[config.mk]
export PLATFORM = sky130hd
export DESIGN_NAME = filename_to_fcb_parser
export DESIGN_NICKNAME = d
export VERILOG_FILES = /design/src/rtl/fcbp_pkg.sv /design/src/rtl/fcbp_core.sv /design/src/rtl/filename_to_fcb_parser.sv
export SDC_FILE = /design/constraint.sdc
export NUM_CORES = 1
export LEC_CHECK = 0
export BUFFER_PORTS_ARGS = -buffer_cell sky130_fd_sc_hd__buf_2
export CORE_MARGIN = 2
export CORE_UTILIZATION = 45
export CTS_CLUSTER_DIAMETER = 100
export DETAILED_ROUTE_END_ITERATION = 10
export SYNTH_ARGS = -nofsm -noshare
export SYNTH_HDL_FRONTEND = slang
export SYNTH_SLANG_ARGS = --single-unit
export TNS_END_PERCENT = 1
[constraint.sdc]
create_clock -name i_clk -period 5.8 [get_ports i_clk]
set_input_delay 0 -clock i_clk [delete_from_list [all_inputs] [get_ports i_clk]]
set_output_delay 0 -clock i_clk [all_outputs]
set_load 0.02 [all_outputs]
[src/rtl/fcbp_pkg.sv]
// ----------------------------------------------------------------------------
// fcbp_pkg
// Shared types and constants of the file reference to control block parser.
// ----------------------------------------------------------------------------
package fcbp_pkg;

    localparam int NAME_CHARS  = 8;
    localparam int TYPE_CHARS  = 3;
    localparam int STORE_DEPTH = NAME_CHARS + TYPE_CHARS;
    localparam int BLOCK_LEN   = STORE_DEPTH + 1;
    // byte positions travel in the 4-bit byte_index field
    localparam int POS_W       = 4;

    typedef logic [7:0]       t_byte;
    typedef logic [POS_W-1:0] t_pos;

    localparam t_pos LAST_INDEX = t_pos'(BLOCK_LEN - 1);
    localparam t_pos NAME_END   = t_pos'(NAME_CHARS);
    localparam t_pos STORE_END  = t_pos'(STORE_DEPTH);
    localparam t_pos NAME_LAST  = t_pos'(NAME_CHARS - 1);
    localparam t_pos TYPE_LAST  = t_pos'(TYPE_CHARS - 1);

    localparam t_byte CH_NUL   = 8'h00;
    localparam t_byte CH_SPACE = 8'h20;
    localparam t_byte CH_BANG  = 8'h21;
    localparam t_byte CH_STAR  = 8'h2A;
    localparam t_byte CH_COMMA = 8'h2C;
    localparam t_byte CH_DOT   = 8'h2E;
    localparam t_byte CH_COLON = 8'h3A;
    localparam t_byte CH_SEMI  = 8'h3B;
    localparam t_byte CH_LT    = 8'h3C;
    localparam t_byte CH_EQ    = 8'h3D;
    localparam t_byte CH_GT    = 8'h3E;
    localparam t_byte CH_QUEST = 8'h3F;
    localparam t_byte CH_A     = 8'h41;
    localparam t_byte CH_LBR   = 8'h5B;
    localparam t_byte CH_RBR   = 8'h5D;
    localparam t_byte CH_UNDER = 8'h5F;
    localparam t_byte CH_TILDE = 8'h7E;

    typedef enum logic [6:0] {
        PH_DRIVE    = 7'b0000001,
        PH_COLON    = 7'b0000010,
        PH_NAME     = 7'b0000100,
        PH_NAME_END = 7'b0001000,
        PH_TYPE     = 7'b0010000,
        PH_TYPE_END = 7'b0100000,
        PH_SKIP     = 7'b1000000
    } t_phase;

    typedef struct packed {
        logic valid;   // this character decides the outcome
        logic err;     // outcome is an illegal reference
    } t_emit;

endpackage

[src/rtl/fcbp_core.sv]
// ----------------------------------------------------------------------------
// fcbp_core
// Character parser: drive, name and type phases with the 8.3 name store.
// Reports the outcome of the presented character and the finished block.
// ----------------------------------------------------------------------------
module fcbp_core (
    input  logic                                    i_clk,
    input  logic                                    i_rst_n,
    input  fcbp_pkg::t_byte                         i_ch,
    input  logic                                    i_accept,
    output fcbp_pkg::t_emit                         o_emit,
    output fcbp_pkg::t_byte [fcbp_pkg::BLOCK_LEN-1:0] o_block
);

    fcbp_pkg::t_phase r_phase, n_phase;
    fcbp_pkg::t_byte  r_drive, n_drive;
    fcbp_pkg::t_pos   r_cpos,  n_cpos;
    fcbp_pkg::t_pos   r_fpos,  n_fpos;
    fcbp_pkg::t_byte  r_store [fcbp_pkg::STORE_DEPTH];
    fcbp_pkg::t_byte  n_store [fcbp_pkg::STORE_DEPTH];

    logic             fill_en;
    fcbp_pkg::t_pos   fill_lo;
    fcbp_pkg::t_pos   fill_hi;
    fcbp_pkg::t_byte  fill_val;
    fcbp_pkg::t_emit  emit;
    fcbp_pkg::t_phase after_phase;

    function automatic logic is_illegal(input fcbp_pkg::t_byte c, input logic in_type);
        logic bad;
        bad = (c == fcbp_pkg::CH_COMMA) || (c == fcbp_pkg::CH_SEMI)
           || (c == fcbp_pkg::CH_COLON) || (c == fcbp_pkg::CH_EQ)
           || (c == fcbp_pkg::CH_LBR)   || (c == fcbp_pkg::CH_RBR)
           || (c == fcbp_pkg::CH_UNDER) || (c == fcbp_pkg::CH_LT)
           || (c == fcbp_pkg::CH_GT)
           || (c < fcbp_pkg::CH_BANG)   || (c > fcbp_pkg::CH_TILDE)
           || (in_type && (c == fcbp_pkg::CH_DOT));
        return bad;
    endfunction

    // after a decision: zero byte restarts, anything else skips to the zero byte
    assign after_phase = (i_ch == fcbp_pkg::CH_NUL) ? fcbp_pkg::PH_DRIVE : fcbp_pkg::PH_SKIP;

    always_comb begin
        n_phase  = r_phase;
        n_drive  = r_drive;
        n_cpos   = r_cpos;
        n_fpos   = r_fpos;
        fill_en  = 1'b0;
        fill_lo  = r_cpos;
        fill_hi  = r_cpos + 4'd1;
        fill_val = i_ch;
        emit     = '0;
        unique case (r_phase)
            fcbp_pkg::PH_DRIVE: begin
                if (i_ch == fcbp_pkg::CH_NUL) begin
                    emit    = '{valid: 1'b1, err: 1'b1};
                    n_phase = after_phase;
                end else begin
                    n_drive = i_ch - fcbp_pkg::CH_A + 8'd1;
                    n_phase = fcbp_pkg::PH_COLON;
                end
            end
            fcbp_pkg::PH_COLON: begin
                if (i_ch != fcbp_pkg::CH_COLON) begin
                    emit    = '{valid: 1'b1, err: 1'b1};
                    n_phase = after_phase;
                end else begin
                    n_cpos  = '0;
                    n_fpos  = '0;
                    n_phase = fcbp_pkg::PH_NAME;
                end
            end
            fcbp_pkg::PH_NAME: begin
                if (i_ch == fcbp_pkg::CH_NUL || i_ch == fcbp_pkg::CH_DOT) begin
                    if (r_fpos == '0) begin
                        emit    = '{valid: 1'b1, err: 1'b1};
                        n_phase = after_phase;
                    end else if (i_ch == fcbp_pkg::CH_DOT) begin
                        fill_en  = 1'b1;
                        fill_hi  = fcbp_pkg::NAME_END;
                        fill_val = fcbp_pkg::CH_SPACE;
                        n_cpos   = fcbp_pkg::NAME_END;
                        n_fpos   = '0;
                        n_phase  = fcbp_pkg::PH_TYPE;
                    end else begin
                        // pad name and type together
                        fill_en  = 1'b1;
                        fill_hi  = fcbp_pkg::STORE_END;
                        fill_val = fcbp_pkg::CH_SPACE;
                        n_cpos   = fcbp_pkg::STORE_END;
                        emit     = '{valid: 1'b1, err: 1'b0};
                        n_phase  = after_phase;
                    end
                end else if (i_ch == fcbp_pkg::CH_STAR) begin
                    fill_en  = 1'b1;
                    fill_hi  = fcbp_pkg::NAME_END;
                    fill_val = fcbp_pkg::CH_QUEST;
                    n_cpos   = fcbp_pkg::NAME_END;
                    n_phase  = fcbp_pkg::PH_NAME_END;
                end else if (is_illegal(i_ch, 1'b0)) begin
                    emit    = '{valid: 1'b1, err: 1'b1};
                    n_phase = after_phase;
                end else begin
                    fill_en = 1'b1;
                    n_cpos  = r_cpos + 4'd1;
                    n_fpos  = r_fpos + 4'd1;
                    if (r_fpos >= fcbp_pkg::NAME_LAST) begin
                        n_phase = fcbp_pkg::PH_NAME_END;
                    end
                end
            end
            fcbp_pkg::PH_NAME_END: begin
                if (i_ch == fcbp_pkg::CH_DOT) begin
                    n_cpos  = fcbp_pkg::NAME_END;
                    n_fpos  = '0;
                    n_phase = fcbp_pkg::PH_TYPE;
                end else if (i_ch != fcbp_pkg::CH_NUL) begin
                    emit    = '{valid: 1'b1, err: 1'b1};
                    n_phase = after_phase;
                end else begin
                    fill_en  = 1'b1;
                    fill_lo  = fcbp_pkg::NAME_END;
                    fill_hi  = fcbp_pkg::STORE_END;
                    fill_val = fcbp_pkg::CH_SPACE;
                    n_cpos   = fcbp_pkg::STORE_END;
                    emit     = '{valid: 1'b1, err: 1'b0};
                    n_phase  = after_phase;
                end
            end
            fcbp_pkg::PH_TYPE: begin
                if (i_ch == fcbp_pkg::CH_STAR || i_ch == fcbp_pkg::CH_NUL) begin
                    fill_en  = 1'b1;
                    fill_hi  = fcbp_pkg::STORE_END;
                    fill_val = (i_ch == fcbp_pkg::CH_STAR) ? fcbp_pkg::CH_QUEST
                                                           : fcbp_pkg::CH_SPACE;
                    n_cpos   = fcbp_pkg::STORE_END;
                    emit     = '{valid: 1'b1, err: 1'b0};
                    n_phase  = after_phase;
                end else if (is_illegal(i_ch, 1'b1)) begin
                    emit    = '{valid: 1'b1, err: 1'b1};
                    n_phase = after_phase;
                end else begin
                    fill_en = 1'b1;
                    n_cpos  = r_cpos + 4'd1;
                    n_fpos  = r_fpos + 4'd1;
                    if (r_fpos >= fcbp_pkg::TYPE_LAST) begin
                        n_phase = fcbp_pkg::PH_TYPE_END;
                    end
                end
            end
            fcbp_pkg::PH_TYPE_END: begin
                emit    = '{valid: 1'b1, err: (i_ch != fcbp_pkg::CH_NUL)};
                n_phase = after_phase;
            end
            fcbp_pkg::PH_SKIP: begin
                if (i_ch == fcbp_pkg::CH_NUL) begin
                    n_phase = fcbp_pkg::PH_DRIVE;
                end
            end
            default: begin
                n_phase = fcbp_pkg::PH_DRIVE;
            end
        endcase
    end

    // fill every store entry inside [fill_lo, fill_hi)
    always_comb begin
        for (int i = 0; i < fcbp_pkg::STORE_DEPTH; i++) begin
            n_store[i] = (fill_en && (fcbp_pkg::t_pos'(i) >= fill_lo)
                          && (fcbp_pkg::t_pos'(i) < fill_hi)) ? fill_val : r_store[i];
        end
    end

    always_comb begin
        o_block[0] = n_drive;
        for (int k = 1; k < fcbp_pkg::BLOCK_LEN; k++) begin
            o_block[k] = n_store[k-1];
        end
    end

    assign o_emit = emit;

    always_ff @(posedge i_clk) begin
        if (!i_rst_n) begin
            r_phase <= fcbp_pkg::PH_DRIVE;
            r_drive <= '0;
            r_cpos  <= '0;
            r_fpos  <= '0;
        end else if (i_accept) begin
            r_phase <= n_phase;
            r_drive <= n_drive;
            r_cpos  <= n_cpos;
            r_fpos  <= n_fpos;
        end
    end

    always_ff @(posedge i_clk) begin
        if (i_accept) begin
            r_store <= n_store;
        end
    end

endmodule

[src/rtl/filename_to_fcb_parser.sv]
// ----------------------------------------------------------------------------
// filename_to_fcb_parser
// Parses a d:name.typ file reference into an 8.3 file control block.
// ----------------------------------------------------------------------------
// Usage:
//   The slave channel takes one character per transaction in tdata; a zero
//   byte ends the reference. One character is accepted every cycle while tready is high.
//   When the outcome is decided, the master channel gives either twelve
//   transactions (drive code, eight name bytes, three type bytes, byte_index
//   0..11, tlast on the last) or one error transaction (tuser high, tdata
//   zero, tlast high). After a decision on a nonzero character the rest of
//   the reference up to the zero byte is dropped without result.
//   The first result byte is valid in the cycle after the deciding
//   character is accepted; the run then drains at one byte per cycle while
//   the receiver is ready, from a 12-byte output buffer.
//   Characters that decide no outcome are taken while the buffer drains; a
//   deciding character waits while the previous run is still in the buffer.
//   When the receiver stalls, the current byte holds on the master port.
//   Reset returns the parser to the drive letter and empties the buffer.
// ----------------------------------------------------------------------------
module filename_to_fcb_parser (
    input  logic        i_clk,
    input  logic        i_rst_n,
    input  logic        i_s_tvalid,
    output logic        o_s_tready,
    input  logic [7:0]  i_s_tdata,   // [7:0] ch
    output logic        o_m_tvalid,
    input  logic        i_m_tready,
    output logic [15:0] o_m_tdata,   // [7:0] fcb_byte, [11:8] byte_index, [15:12] zero
    output logic        o_m_tuser,   // [0] status
    output logic        o_m_tlast
);

    fcbp_pkg::t_emit                          emit;
    fcbp_pkg::t_byte [fcbp_pkg::BLOCK_LEN-1:0] block;

    logic                                     s_accept;
    logic                                     m_done;
    logic                                     m_last;
    logic                                     r_busy;
    logic                                     r_err;
    fcbp_pkg::t_pos                           r_idx;
    fcbp_pkg::t_byte [fcbp_pkg::BLOCK_LEN-1:0] r_buf;
    fcbp_pkg::t_byte                          out_byte;

    fcbp_core u_core (
        .i_clk    (i_clk),
        .i_rst_n  (i_rst_n),
        .i_ch     (i_s_tdata),
        .i_accept (s_accept),
        .o_emit   (emit),
        .o_block  (block)
    );

    assign m_last     = r_err || (r_idx == fcbp_pkg::LAST_INDEX);
    assign m_done     = r_busy && i_m_tready && m_last;
    // hold a deciding character until the buffer is free
    assign o_s_tready = !(i_s_tvalid && emit.valid && r_busy && !m_done);
    assign s_accept   = i_s_tvalid && o_s_tready;

    always_ff @(posedge i_clk) begin
        if (!i_rst_n) begin
            r_busy <= 1'b0;
            r_err  <= 1'b0;
            r_idx  <= '0;
        end else if (s_accept && emit.valid) begin
            r_busy <= 1'b1;
            r_err  <= emit.err;
            r_idx  <= '0;
        end else if (r_busy && i_m_tready) begin
            if (m_last) begin
                r_busy <= 1'b0;
            end else begin
                r_idx <= r_idx + 4'd1;
            end
        end
    end

    always_ff @(posedge i_clk) begin
        if (s_accept && emit.valid) begin
            r_buf <= block;
        end
    end

    assign out_byte   = r_err ? '0 : r_buf[r_idx];
    assign o_m_tvalid = r_busy;
    assign o_m_tdata  = {4'd0, r_idx, out_byte};
    assign o_m_tuser  = r_err;
    assign o_m_tlast  = m_last;

endmodule

==> run_results.csv <==
group,metric,value,unit
critical_path,startpoint_type,"flip-flop",
timing,fin_crit_sh,72.8,%
critical_path,max_stage_delay,0.73,ns
layout,final_cell_area,11200,µm²
timing,fmax,237,MHz
cts,cts_hold_buffers,8,
detailed_routing,routed_wl,24400,µm
floorplan,die_y,153,µm
synthesis,syn_area,10000,µm²
layout,fin_cells,1047,
critical_path,cp_num_buf_inv,3,
critical_path,crit_family,"simple AND/OR/NAND/NOR gates",
grt,grt_first_pass_wirelength,38000,µm
detailed_routing,ant_nets,0,
place,dp_hpwl,16100,µm
power,power_density,330,nW/µm²
synthesis,synth-warning-count,0,
detailed_routing,vias_per_cell,6.02,
layout,drive_gt1_share,25.0,%
power,leakagePower,3.78,nW
synthesis,synth_edf_count,184,
power,irDropWorstVdd,0.200,mV
critical_path,worstPathCellList,"or4_4 -> nor4b_2 -> nand3_1 -> a32oi_1 -> a2bb2oi_1 -> buf_4 -> clkinv_2 -> buf_4",
cts,clk_latency,0.51,ns
detailed_routing,routedWlPerCell,23.3,µm
floorplan,io_pins,32,
timing,setup_tns,0,ns
synthesis,netlist_instances,732,
timing,fin_crit,4.22,ns
floorplan,start_util,45.9,%
timing,finalHoldViolCount,0,
place,portBuffers,27,
detailed_routing,dr_total_vias,6300,
synthesis,ys.flop_type,"edfxtp_1",
detailed_routing,drc_errors,0,
detailed_routing,drt_iter0_drc,529,
job,maxCapViolations,0,
timing,holdWs,0.0300,ns
floorplan,dieArea,23500,µm²
cts,h-tree-depth,1,
timing,finalSetupViolCount,0,
outcome,outcome,"completed",
grt,grt-ovfl-total,0,
critical_path,slowest_stage,"nor4b_2",
floorplan,die_w,153,µm
grt,grt_pass1_vias,6295,
layout,antennaDiodeCount,0,
critical_path,worst_setup_path_end_kind,"flip-flop",
layout,fillers,1870,
synthesis,synth-async-reset-ratio,0,%
layout,nets,770,
critical_path,cp_max_fo,32,
cts,clk_pin_slew,0.06,ns
place,dpl_cell_area,10300,µm²
synthesis,synth.area.top_cells,"edfxtp_1 (55%), mux2_2 (9.2%), dfxtp_1 (5.8%)",
timing,max_slew.worst_pin.slew,1.09,ns
cts,cts_buffer_depth,3,
synthesis,syn_area_per_cell,13.7,µm²
grt,globalRouteTotalUtil,20.8,%
synthesis,netlist.area_leader.share,55.2,%
min_path,hp-class,"in2reg",
place,place_inst,998,
synthesis,synth-seq-cells,213,
synthesis,yosys-top-cells-count,"edfxtp_1 (184), mux2_2 (82), nor2_1 (54)",
synthesis,synth.yosys.seq_area_share,61.0,%
critical_path,arrival,4.42,ns
grt,antenna_found_initial,0,
synthesis,synthMostInstantiatedCell,"edfxtp_1",
grt,grt_max_degree,61,
timing,timing.slew.headroom,27.0,%
detailed_routing,drt_pass1_iterations,5,
cts,cts_tree,"done",
timing,finClkSkew,0.0277,ns
critical_path,worst-setup-path-type,"reg2reg",
timing,slew_violations,0,
cts,post_cts_buffers,0,
floorplan,fp.coreArea,21800,µm²
timing,rsz0062_at_grt,"false",
cts,cts_root_buffer,"clkbuf_16",
floorplan,rows,54,
cts,cts.sinks,213,
critical_path,cp_data_required_time,6.00,ns
cts,cts_resized,0,
synthesis,yosys.cell_types.count,77,
layout,final_util,51.1,%
cts,cts_buffers,23,
critical_path,cp_common_cell,"buf_4",
place,globalplace.congestion,0.902,
layout,synthToLayoutAreaGrowth,11.4,%
synthesis,synth_top_area_cell,"edfxtp_1",
[kinds of logic after synthesis]
kind of cell	count (synthesis)	share of synthesized area, %
DFF	213	61.0
and+or+nand+nor	196	9.91
muxes	124	16.4
AOI/OAI and AO/OA	122	8.40
buffers and inverters	61	2.67
xor gates and xnor gates	8	0.700
adders and majority gates	7	0.875
other	1	0.0375
[cell usage in the layout, fill, tap and decap left out, types with 8 or more instances in the layout]
cell type      synthesis  routed
buf_2                  7      27
clkbuf_1              34       8
dfxtp_1               29      28
a22o_1                 8       8
nor2_1                54      54
dlygate4sd3_1          0       8
nor3_1                15      15
mux2i_1               18      18
mux2_2                82      82
a21oi_1               27      27
o21ai_0               33      33
nand3_1               15      15
edfxtp_1             184     184
clkbuf_16              0      23
nand2_1               50      50
mux4_2                24      24
[stage by stage]
| stage | setup slack [ns] | power [mW] |
|---|---|---|
| floorplan | 1.23 | 2.18 |
| global placement | 1.76 | 2.26 |
| detailed placement | 1.68 | 2.28 |
| CTS | 1.65 | 3.71 |
| global route | 1.34 | 3.81 |
| finish | 1.58 | 3.68 |
[worst reg2reg max path: stages, from the launching register on]
cell	delay (ns)
dfxtp_1	0.40
or4_4	0.61
nor4b_2	0.73
nand3_1	0.27
a32oi_1	0.42
a2bb2oi_1	0.32
buf_4	0.27
clkinv_2	0.43
buf_4	0.46
[power by group]
part           internal (mW)  switching, mW
clock network          0.849          0.576
registers               1.86         0.0437
logic                  0.141          0.204
total                   2.85          0.824
[flip-flops by register name (all words and copies together) (netlist names)]
register	count
r_buf	96
u_core.r_store	88
u_core.r_drive	8
u_core.r_phase	7
r_idx	4
u_core.r_cpos	4
u_core.r_fpos	4
o_m_tuser	1
o_m_tvalid	1
[routing by layer]
metal	part of all wire, %	GRT usage [%]	routed length, µm
met5	0	0	0
met1	46	30.8	11200
met4	1.7	3.92	418
met3	5.0	3.06	1230
met2	47	33.1	11500
[final timing paths]
path	startpoint	to	slack (ns)	depth (start not counted)
max	u_core.r_phase[5]	u_core.r_store[25]	1.58	8
min	i_s_tdata[3]	r_buf[3]	0.03	2
max reg2reg	u_core.r_phase[5]	u_core.r_store[25]	1.58	8
min reg2reg	u_core.r_drive[3]	u_core.r_drive[3]	0.50	2
[layout make-up]
type                            instances  area (µm²)  share of cell area (%)
Sequential cell                       213        6110                    54.7
Multi-Input combinational cell        461        3650                    32.7
Clock buffer                           33         633                    5.67
Tap cell                              280         350                    3.14
Timing Repair Buffer                   42         280                    2.51
Clock inverter                          8        97.6                   0.875
Inverter                               10        40.0                   0.359
(Power assumes the default switching activity.)
